$ cat src/rtl/core/amc_pkg.sv
// Shared types and codes of the multi-pattern string matcher.
`default_nettype none
package amc_pkg;

   // Request codes carried in the req_type field.
   typedef enum logic [1:0] {
      REQ_INSERT = 2'd0,
      REQ_BUILD  = 2'd1,
      REQ_MATCH  = 2'd2,
      REQ_CLEAR  = 2'd3
   } req_code_type;

   // Status codes of a result beat.
   localparam logic [1:0] STAT_OK        = 2'd0;
   localparam logic [1:0] STAT_FULL      = 2'd1;
   localparam logic [1:0] STAT_NOT_BUILT = 2'd2;

   typedef struct packed {
      logic [1:0]  req_type;
      logic [15:0] ch;
      logic        first;
      logic        last;
   } req_payload_type;

   typedef struct packed {
      logic [1:0] status;
      logic       hit;
      logic       found;
   } rsp_payload_type;

   // Per-field write enables of the node store.
   typedef struct packed {
      logic chr_we;
      logic par_we;
      logic fail_we;
      logic mark_we;
   } mem_we_type;

   // Finished result handed from the sequencer to the output register.
   typedef struct packed {
      logic       valid;
      logic [1:0] status;
      logic       hit;
      logic       found;
   } result_type;

   typedef enum logic [3:0] {
      ST_IDLE,
      ST_SCAN,
      ST_FAIL_RD,
      ST_FAIL_WT,
      ST_RET,
      ST_M_END,
      ST_B_RD,
      ST_B_CK,
      ST_B_END,
      ST_B_NEXT_U,
      ST_B_QWT,
      ST_B_UWT,
      ST_DONE
   } seq_state_type;

endpackage
`default_nettype wire

$ cat src/rtl/core/amc_seq.sv
// Sequencer: child search, failure chasing, build walk and result formation.
`default_nettype none
module amc_seq import amc_pkg::*; #(
   parameter int MAX_NODES = 256,
   parameter int CHAR_BITS = 16
) (
   input  wire logic                           clock,
   input  wire logic                           reset,
   input  wire logic                           start,
   input  wire req_payload_type                req,
   output logic                                idle,
   input  wire logic                           res_free,
   output result_type                          res,
   output logic [$clog2(MAX_NODES)-1:0]        rd_addr,
   input  wire logic [((CHAR_BITS < 16) ? CHAR_BITS : 16)-1:0] rd_chr,
   input  wire logic [$clog2(MAX_NODES)-1:0]   rd_par,
   input  wire logic [$clog2(MAX_NODES)-1:0]   rd_fail,
   input  wire logic                           rd_mark,
   output logic [$clog2(MAX_NODES)-1:0]        wr_addr,
   output logic [((CHAR_BITS < 16) ? CHAR_BITS : 16)-1:0] wr_chr,
   output logic [$clog2(MAX_NODES)-1:0]        wr_par,
   output logic [$clog2(MAX_NODES)-1:0]        wr_fail,
   output logic                                wr_mark,
   output mem_we_type                          we
);
   localparam int AW = $clog2(MAX_NODES);
   localparam int CW = AW + 1;
   localparam int EW = (CHAR_BITS < 16) ? CHAR_BITS : 16;
   localparam logic [CW-1:0] NODE_LIMIT = CW'(MAX_NODES);
   localparam logic [CW-1:0] ONE = CW'(1);

   seq_state_type state_ff, state_in;
   req_code_type  op_ff, op_in;
   logic [EW-1:0] c_ff, c_in;
   logic          last_ff, last_in;
   logic [AW-1:0] s_ff, s_in;
   logic [AW-1:0] g_ff, g_in;
   logic          nofollow_ff, nofollow_in;
   logic [CW-1:0] sc_idx_ff, sc_idx_in;
   logic          sc_pend_ff, sc_pend_in;
   logic [AW-1:0] sc_cmp_ff, sc_cmp_in;
   logic [CW-1:0] count_ff, count_in;
   logic [AW-1:0] cursor_ff, cursor_in;
   logic [AW-1:0] node_ff, node_in;
   logic          found_ff, found_in;
   logic          built_ff, built_in;
   logic          blocked_ff, blocked_in;
   logic [AW-1:0] u_ff, u_in;
   logic [AW-1:0] failu_ff, failu_in;
   logic [CW-1:0] bi_ff, bi_in;
   logic [AW-1:0] fi_ff, fi_in;
   logic [CW-1:0] head_ff, head_in;
   logic [CW-1:0] tail_ff, tail_in;
   logic [1:0]    rstat_ff, rstat_in;
   logic          rhit_ff, rhit_in;
   logic          rfound_ff, rfound_in;
   logic          sc_hit;
   logic          enq;
   logic [AW-1:0] fi_calc;

   // Work queue of the breadth-first build.
   logic [AW-1:0] qmem [MAX_NODES];
   logic [AW-1:0] q_rd_ff;

   always_ff @(posedge clock) begin
      if (enq) qmem[tail_ff[AW-1:0]] <= bi_ff[AW-1:0];
      q_rd_ff <= qmem[head_ff[AW-1:0]];
   end

   // Control state.
   always_ff @(posedge clock) begin
      if (reset) begin
         state_ff   <= ST_IDLE;
         count_ff   <= ONE;
         cursor_ff  <= '0;
         node_ff    <= '0;
         found_ff   <= 1'b0;
         built_ff   <= 1'b0;
         blocked_ff <= 1'b0;
      end else begin
         state_ff   <= state_in;
         count_ff   <= count_in;
         cursor_ff  <= cursor_in;
         node_ff    <= node_in;
         found_ff   <= found_in;
         built_ff   <= built_in;
         blocked_ff <= blocked_in;
      end
   end

   // Working registers of the current item.
   always_ff @(posedge clock) begin
      op_ff       <= op_in;
      c_ff        <= c_in;
      last_ff     <= last_in;
      s_ff        <= s_in;
      g_ff        <= g_in;
      nofollow_ff <= nofollow_in;
      sc_idx_ff   <= sc_idx_in;
      sc_pend_ff  <= sc_pend_in;
      sc_cmp_ff   <= sc_cmp_in;
      u_ff        <= u_in;
      failu_ff    <= failu_in;
      bi_ff       <= bi_in;
      fi_ff       <= fi_in;
      head_ff     <= head_in;
      tail_ff     <= tail_in;
      rstat_ff    <= rstat_in;
      rhit_ff     <= rhit_in;
      rfound_ff   <= rfound_in;
   end

   assign sc_hit  = sc_pend_ff && (rd_par == s_ff) && (rd_chr == c_ff);
   assign fi_calc = ((g_ff != '0) && (g_ff != bi_ff[AW-1:0])) ? g_ff : '0;
   assign idle    = (state_ff == ST_IDLE);

   // Next state and datapath control.
   always_comb begin
      state_in    = state_ff;
      op_in       = op_ff;
      c_in        = c_ff;
      last_in     = last_ff;
      s_in        = s_ff;
      g_in        = g_ff;
      nofollow_in = nofollow_ff;
      sc_idx_in   = sc_idx_ff;
      sc_pend_in  = sc_pend_ff;
      sc_cmp_in   = sc_cmp_ff;
      count_in    = count_ff;
      cursor_in   = cursor_ff;
      node_in     = node_ff;
      found_in    = found_ff;
      built_in    = built_ff;
      blocked_in  = blocked_ff;
      u_in        = u_ff;
      failu_in    = failu_ff;
      bi_in       = bi_ff;
      fi_in       = fi_ff;
      head_in     = head_ff;
      tail_in     = tail_ff;
      rstat_in    = rstat_ff;
      rhit_in     = rhit_ff;
      rfound_in   = rfound_ff;
      rd_addr     = '0;
      wr_addr     = '0;
      wr_chr      = c_ff;
      wr_par      = cursor_ff;
      wr_fail     = '0;
      wr_mark     = 1'b1;
      we          = '0;
      enq         = 1'b0;
      res         = '0;

      unique case (state_ff)
         ST_IDLE: begin
            if (start) begin
               op_in      = req_code_type'(req.req_type);
               c_in       = req.ch[EW-1:0];
               last_in    = req.last;
               sc_idx_in  = ONE;
               sc_pend_in = 1'b0;
               rstat_in   = STAT_OK;
               rhit_in    = 1'b0;
               rfound_in  = 1'b0;
               unique case (req_code_type'(req.req_type))
                  REQ_INSERT: begin
                     built_in = 1'b0;
                     if (req.first) begin
                        cursor_in  = '0;
                        blocked_in = 1'b0;
                     end
                     if (blocked_ff && !req.first) begin
                        rstat_in = STAT_FULL;
                        state_in = ST_DONE;
                     end else begin
                        s_in        = req.first ? '0 : cursor_ff;
                        nofollow_in = 1'b1;
                        state_in    = ST_SCAN;
                     end
                  end
                  REQ_BUILD: begin
                     u_in     = '0;
                     failu_in = '0;
                     bi_in    = ONE;
                     head_in  = '0;
                     tail_in  = '0;
                     state_in = ST_B_RD;
                  end
                  REQ_MATCH: begin
                     if (req.first) begin
                        node_in  = '0;
                        found_in = 1'b0;
                     end
                     if (!built_ff) begin
                        rstat_in = STAT_NOT_BUILT;
                        state_in = ST_DONE;
                     end else begin
                        s_in        = req.first ? '0 : node_ff;
                        nofollow_in = 1'b0;
                        state_in    = ST_SCAN;
                     end
                  end
                  default: begin
                     count_in   = ONE;
                     cursor_in  = '0;
                     node_in    = '0;
                     found_in   = 1'b0;
                     built_in   = 1'b0;
                     blocked_in = 1'b0;
                     state_in   = ST_DONE;
                  end
               endcase
            end
         end

         // Child search: one node read issued per cycle, compared in the cycle after.
         ST_SCAN: begin
            if (sc_hit) begin
               g_in       = sc_cmp_ff;
               sc_pend_in = 1'b0;
               state_in   = ST_RET;
            end else if (sc_idx_ff < count_ff) begin
               rd_addr    = sc_idx_ff[AW-1:0];
               sc_pend_in = 1'b1;
               sc_cmp_in  = sc_idx_ff[AW-1:0];
               sc_idx_in  = sc_idx_ff + ONE;
            end else begin
               sc_pend_in = 1'b0;
               if ((s_ff == '0) || nofollow_ff) begin
                  g_in     = '0;
                  state_in = ST_RET;
               end else begin
                  state_in = ST_FAIL_RD;
               end
            end
         end

         // No child here: step along the failure link and search again.
         ST_FAIL_RD: begin
            rd_addr  = s_ff;
            state_in = ST_FAIL_WT;
         end
         ST_FAIL_WT: begin
            s_in       = rd_fail;
            sc_idx_in  = ONE;
            sc_pend_in = 1'b0;
            state_in   = ST_SCAN;
         end

         // Search finished: finish the request that started it.
         ST_RET: begin
            unique case (op_ff)
               REQ_INSERT: begin
                  state_in = ST_DONE;
                  if (g_ff != '0) begin
                     cursor_in = g_ff;
                     wr_addr   = g_ff;
                     we.mark_we = last_ff;
                  end else if (count_ff < NODE_LIMIT) begin
                     wr_addr   = count_ff[AW-1:0];
                     wr_chr    = c_ff;
                     wr_par    = cursor_ff;
                     wr_fail   = '0;
                     wr_mark   = last_ff;
                     we        = '1;
                     cursor_in = count_ff[AW-1:0];
                     count_in  = count_ff + ONE;
                  end else begin
                     blocked_in = 1'b1;
                     rstat_in   = STAT_FULL;
                  end
               end
               REQ_MATCH: begin
                  rd_addr  = g_ff;
                  state_in = ST_M_END;
               end
               REQ_BUILD: begin
                  fi_in    = fi_calc;
                  rd_addr  = fi_calc;
                  state_in = ST_B_END;
               end
               default: begin
                  state_in = ST_DONE;
               end
            endcase
         end

         ST_M_END: begin
            node_in   = g_ff;
            found_in  = found_ff | rd_mark;
            rhit_in   = rd_mark;
            rfound_in = found_ff | rd_mark;
            state_in  = ST_DONE;
         end

         // Build: walk all nodes looking for children of the current node.
         ST_B_RD: begin
            if (bi_ff < count_ff) begin
               rd_addr  = bi_ff[AW-1:0];
               state_in = ST_B_CK;
            end else begin
               state_in = ST_B_NEXT_U;
            end
         end
         ST_B_CK: begin
            if ((rd_par == u_ff) && (bi_ff[AW-1:0] != u_ff)) begin
               if (u_ff == '0) begin
                  wr_addr    = bi_ff[AW-1:0];
                  wr_fail    = '0;
                  we.fail_we = 1'b1;
                  enq        = 1'b1;
                  tail_in    = tail_ff + ONE;
                  bi_in      = bi_ff + ONE;
                  state_in   = ST_B_RD;
               end else begin
                  c_in        = rd_chr;
                  s_in        = failu_ff;
                  nofollow_in = 1'b0;
                  sc_idx_in   = ONE;
                  sc_pend_in  = 1'b0;
                  state_in    = ST_SCAN;
               end
            end else begin
               bi_in    = bi_ff + ONE;
               state_in = ST_B_RD;
            end
         end
         ST_B_END: begin
            wr_addr    = bi_ff[AW-1:0];
            wr_fail    = fi_ff;
            wr_mark    = 1'b1;
            we.fail_we = 1'b1;
            we.mark_we = rd_mark;
            enq        = 1'b1;
            tail_in    = tail_ff + ONE;
            bi_in      = bi_ff + ONE;
            state_in   = ST_B_RD;
         end
         ST_B_NEXT_U: begin
            if (head_ff < tail_ff) begin
               state_in = ST_B_QWT;
            end else begin
               built_in = 1'b1;
               node_in  = '0;
               found_in = 1'b0;
               state_in = ST_DONE;
            end
         end
         ST_B_QWT: begin
            u_in     = q_rd_ff;
            head_in  = head_ff + ONE;
            rd_addr  = q_rd_ff;
            state_in = ST_B_UWT;
         end
         ST_B_UWT: begin
            failu_in = rd_fail;
            bi_in    = ONE;
            state_in = ST_B_RD;
         end

         // Hand the result over once the output register is free.
         ST_DONE: begin
            if (res_free) begin
               res.valid  = 1'b1;
               res.status = rstat_ff;
               res.hit    = rhit_ff;
               res.found  = rfound_ff;
               state_in   = ST_IDLE;
            end
         end

         default: begin
            state_in = ST_IDLE;
         end
      endcase
   end
endmodule
`default_nettype wire

$ cat config.mk
export PLATFORM = sky130hd
export DESIGN_NAME = amc_seq
export DESIGN_NICKNAME = d
export VERILOG_FILES = /design/src/rtl/core/amc_pkg.sv /design/src/rtl/core/amc_seq.sv
export SDC_FILE = /design/constraint.sdc
export NUM_CORES = 2
export LEC_CHECK = 0
export BUFFER_PORTS_ARGS = -buffer_cell sky130_fd_sc_hd__buf_2
export CAP_MARGIN = 30
export CORE_ASPECT_RATIO = 0.5
export CORE_MARGIN = 2
export CORE_UTILIZATION = 55
export DETAILED_ROUTE_END_ITERATION = 8
export GPL_ROUTABILITY_DRIVEN = 0
export GPL_TIMING_DRIVEN = 0
export PLACE_DENSITY_LB_ADDON = 0.05
export SYNTH_ARGS = -nofsm -noshare
export SYNTH_HDL_FRONTEND = slang
export SYNTH_SLANG_ARGS = --single-unit
$ cat constraint.sdc
create_clock -name clock -period 12.93 [get_ports clock]
set_input_delay 0.6465 -clock clock [delete_from_list [all_inputs] [get_ports clock]]
set_output_delay 0.6465 -clock clock [all_outputs]
set_load 0.01 [all_outputs]
# Word level (Yosys, flattened, before mapping)
# Memories as Yosys holds them, arrays and structs flattened. A register that Yosys moved wholly into a read port is not among the register bits.
# Cells that the tools add are included.
# classes
add_sub_neg	5
mul	0
div	0
magnitude_cmp	4
eq_ne	46
shift	0
muxes	134
bitwise	2
n_reduce_logical	51
# op_table
cell	n
$mux W8	28
$mux W9	18
$pmux W8 S2	7
$pmux W8 S3	3
$pmux W9 S4	2
$mux W16	3
$pmux W4 S12	1
$add A9 B1 Y9 const B	5
$mux W4	10
$pmux W8 S5	1
$pmux W9 S2	2
$pmux W16 S2	1
$ne A2 B2 Y1 const B	15
$mux W1	28
$lt A9 B9 Y1	3
$pmux W9 S3	1
$ne A3 B3 Y1 const B	7
$reduce_and A7 Y1	3
$eq A4 B4 Y1 const B	5
$pmux W1 S2	10
$reduce_and A4 Y1	5
$reduce_and A5 Y1	4
$eq A16 B16 Y1	1
$eq A4 B3 Y1 const B	4
other kinds (34)	75
# totals
ff_bits	141
latchBits	0
ramBits	2048
rom_bits	0
input_bits	57
output_inout_bits	59
elab_cells	268
mem_count	1
# memory_table
memory	words	width	read_ports	rd_ports_with_merged_regs	wr	line	rtl
qmem	256	8	1	1	1	amc_seq.sv:62	logic [AW-1:0] qmem [MAX_NODES];

# Longest topological paths before layout
# depth
ltp_word	6
mapped_depth	13
ltp_nobuf	9

# Worst setup path before layout
# No wires, ideal clock.
# synth_path
path_kind	register to register
start	register bi_ff[2]
end	register sc_idx_ff[0], enable pin
setup_time_ps	427
arrival_ps	5984
t_required_ps	12503
path_slack_ps	6519
stages_incl_launch_ff	8
n_path_buf	1
synth_period_minus_slack_ps	6411
path_cell_list	edfxtp_1 clkbuf_1 xnor2_1 nand4_1 o211ai_1 o21ai_0 o21ai_0 a2111oi_0
# synth_between
elab_chain_len	4
# synth_rtl
element	line	rtl
from (decl)	amc_seq.sv:50	logic [CW-1:0] bi_ff, bi_in;
from (signal assigned)	amc_seq.sv:104	bi_ff <= bi_in;
$ne A8 B8 Y1	amc_seq.sv:306	if ((rd_par == u_ff) && (bi_ff[AW-1:0] != u_ff)) begin
$logic_and A1 B1 Y1	amc_seq.sv:306	
$ne A2 B2 Y1 (no source line)	--	
$reduce_and A6 Y1 (no source line)	--	
to (signal assigned)	amc_seq.sv:99	sc_idx_ff <= sc_idx_in;
to (decl)	amc_seq.sv:39	logic [CW-1:0] sc_idx_ff, sc_idx_in;
# Every way passes these cells.
# A chain may end at the register's enable or synchronous reset.

==> impl_metrics.py <==
metrics = {
    "status": {
        "outcome": "complete, but fails checks",
        "violations": "DRC",
    },
    "grt": {
        "antenna_found_initial": 43,
        "grt_util_all_layers": 0.4267,
        "grt_max_degree": 34,
        "first_global_vias": 50960,
        "gr-total-overflow": 0,
        "grt_pass1_wl_um": 455200,
    },
    "yosys": {
        "synth_edf_count": 2157,
        "synth_area_um2": 88470,
        "ys_ff_latch": 2197,
        "yosysWarnings": 0,
        "synth_top_cell_by_area": "edfxtp_1",
        "yosys-top-cells-count": "2157 x edfxtp_1, 387 x mux4_2, 363 x nor2_1, 256 x mux2i_1, 189 x nand2_1",
        "synth.avg_cell_area_um2": 18.79,
        "synth_top_cell_area_share": 0.7322,
        "async_flop_share": 0,
        "synthCells": 4707,
        "synth_cell_types": 75,
        "synth_area_leaders": "edfxtp_1 73%, mux4_2 9.9%, mux2i_1 2.9%",
        "synth_flop_cell": "edfxtp_1",
        "synth_nets": 4805,
        "synth_seq_area_share": 0.7412,
        "synth.most_common_cell": "edfxtp_1",
    },
    "floorplanning": {
        "io_pins": 116,
        "start_util": 0.5572,
        "die_x_um": 571.2,
        "dieArea_um2": 164300,
        "row_count": 103,
        "die_h_um": 287.6,
        "core_um2": 158800,
    },
    "route": {
        "wl_um": 351100,
        "dr.first_iter.drc_count": 11650,
        "num_vias": 55780,
        "antenna_left": 0,
        "vias_per_cell": 7.404,
        "wl_per_cell_um": 46.60,
        "firstDrtPassIters": 9,
        "drc": 3,
    },
    "timing": {
        "relSlewSlack": 0.09815,
        "worst_pin_slew_ps": 1353,
        "period_minus_slack_ps": 7281,
        "timing.final.hold_violations": 0,
        "setup_viol": 0,
        "clock_skew_ps": 77.37,
        "drv_slew": 0,
        "rsz0062_at_grt": "false",
        "setup_tns_ps": 0,
        "fmax_mhz": 137.4,
        "period_share": 0.5631,
    },
    "worst_hold_path": {
        "hold_start": "req[14]",
        "min_path_cells": 3,
        "min_path_type": "primary input to flop",
        "hold_end": "c_ff[12]",
    },
    "setup_path": {
        "reg2reg_depth": 12,
        "r2r-end": "q_rd_ff[5]",
        "rrSetupSlack_ps": 5650,
        "worst-path-max-fanout": 10,
        "start_kind": "flop",
        "timing.critical_path.from": "head_ff[2]",
        "crit_top_cell": "buf_2",
        "end_kind": "flop",
        "reg2reg_from": "head_ff[2]",
        "slowest_stage": "a311oi_2",
        "critPathTopFamily": "buffers and inverters",
        "crit_required_ps": 13690,
        "crit_type": "flop to flop",
        "cp_slowest_stage_delay_ps": 1110,
        "cp_cell_sequence": "buf_2 -> buf_2 -> buf_2 -> buf_2 -> buf_2 -> nand2_1 -> nand2_1 -> a221oi_1 -> a311oi_2 -> o221ai_1 -> o311ai_1 -> buf_4",
        "cp_num_buf_inv": 6,
        "arrival_ps": 8040,
    },
    "layout": {
        "drive_gt1_frac": 0.2166,
        "final_core_util": 0.6392,
        "fin_cells": 7534,
        "final_nets": 5295,
        "synthToLayoutAreaGrowth_pct": 14.72,
    },
    "power": {
        "power_frac_clock": 0.313,
        "finalPower_uw": 18510,
        "p_sw_frac": 0.3047,
        "seq_power_share": 0.466,
        "power_switching_uw": 5639,
        "ir_worst_vdd_v": 0.0001248,
        "p_leak_uw": 0.03312,
        "intPower_uw": 12870,
        "p_per_area_nw_per_um2": 182.4,
        "comb_power_share": 0.221,
    },
    "clock_tree": {
        "cts_tree": "built",
        "post_cts_buffers": 0,
        "cts_buffers": 193,
        "cts_resized": 0,
        "cts_buffer_depth": 4,
        "clk_pin_slew_ps": 70,
        "clk_latency_ps": 880,
        "h-tree-depth": 4,
        "cts.sinks": 2197,
        "root_buffer": "clkbuf_16",
    },
    "run": {
        "max_cap_viol_count": 0,
    },
    "placed_design": {
        "io_buffers": 114,
        "dpl.hpwl_um": 240500,
        "dp.cells": 7134,
    },
}
[how the worst max path moves through the flow]
stage,endpoint,slack [ps],cells after the start
CTS,q_rd_ff[5],6490,12
global placement,qmem[175][2],660,8
global route,q_rd_ff[5],6310,12
detailed placement,q_rd_ff[5],6530,12
finish,q_rd_ff[5],5650,12
floorplan,sc_idx_ff[0],6520,7
[state kept, by name (all words and copies together), names as in the netlist, 2 cells and up]
signal	count
qmem	2048
q_rd_ff	8
tail_ff	9
fi_ff	8
sc_cmp_ff	8
rstat_ff	2
sc_idx_ff	9
c_ff	16
head_ff	9
bi_ff	9
state_ff	4
node_ff	8
g_ff	8
cursor_ff	8
failu_ff	8
s_ff	8
u_ff	8
op_ff	2
count_ff	9
[per-stage QoR]
stage	setup slack, ps	area, um2	hold slack, ps
5_1_grt	6306	101400	82.52
2_1_floorplan	6519	88470	450.1
6_report	5649	101500	88.08
3_3_place_gp	655.1	91730	465.8
4_1_cts	6486	101100	65.13
3_5_place_dp	6534	95080	468.5
[kinds of logic after synthesis]
group	Yosys count	share of synthesized area
AOI/OAI and AO/OA	566	0.04565
xor gates and xnor gates	80	0.007920
adders and majority gates	42	0.005912
buffers and inverters	312	0.02117
DFF	2197	0.7412
muxes	684	0.1359
and+or+nand+nor	826	0.04220
[timing repair]
action                     4_1_cts  5_1_grt
hold endpoints to repair         1        0
hold buffers                     1        0
setup endpoints to repair        0        0
[tightest hold or removal path, delay by kind of cell]
family / cells / cell delay, ps
AND/OR/NAND/NOR: 2 / 90
buffers and inverters: 1 / 80
[area by class of cell]
| type | instances | area (um2) |
|---|---|---|
| diodes | 31 | 77.57 |
| plain buffers | 280 | 1812 |
| clock buffers | 244 | 5074 |
| clock inverters | 105 | 950.9 |
| fillers | 10980 | 57280 |
| inverters | 32 | 120.1 |
| multi-input cells | 2198 | 21090 |
| flip-flops and latches | 2197 | 65570 |
| well taps | 2152 | 2693 |
| repair buffers | 295 | 4099 |
[cells in the final DEF, fill, tap and decap left out, types with 88 or more instances in the layout]
cell / synthesis / final
edfxtp_1: 2157 / 2157
mux4_2: 387 / 387
nor2_1: 363 / 362
mux2i_1: 256 / 256
clkbuf_16: 0 / 195
nand2_1: 189 / 189
buf_2: 54 / 183
clkbuf_1: 135 / 144
a21oi_1: 117 / 116
buf_16: 0 / 88
[power by group through the flow]
stage               registers (uW)  clock network, uW  logic, uW
finish                        8630               5790       4090
global route                  8640               6020       4050
CTS                           8630               5730       3820
detailed placement            8780                  0       3810
global placement              9620                  0       2640
floorplan                     9140                  0       1350
[metal layers]
layer / track usage / wire [um] / vias up
met5: 0 / 418 / -
met4: 0.2092 / 21570 / 34
met3: 0.2494 / 67490 / 1111
met2: 0.5665 / 139500 / 5655
met1: 0.5567 / 122100 / 28760
li1: - / - / 20220
Note: power is estimated with default switching activity, not from simulation.
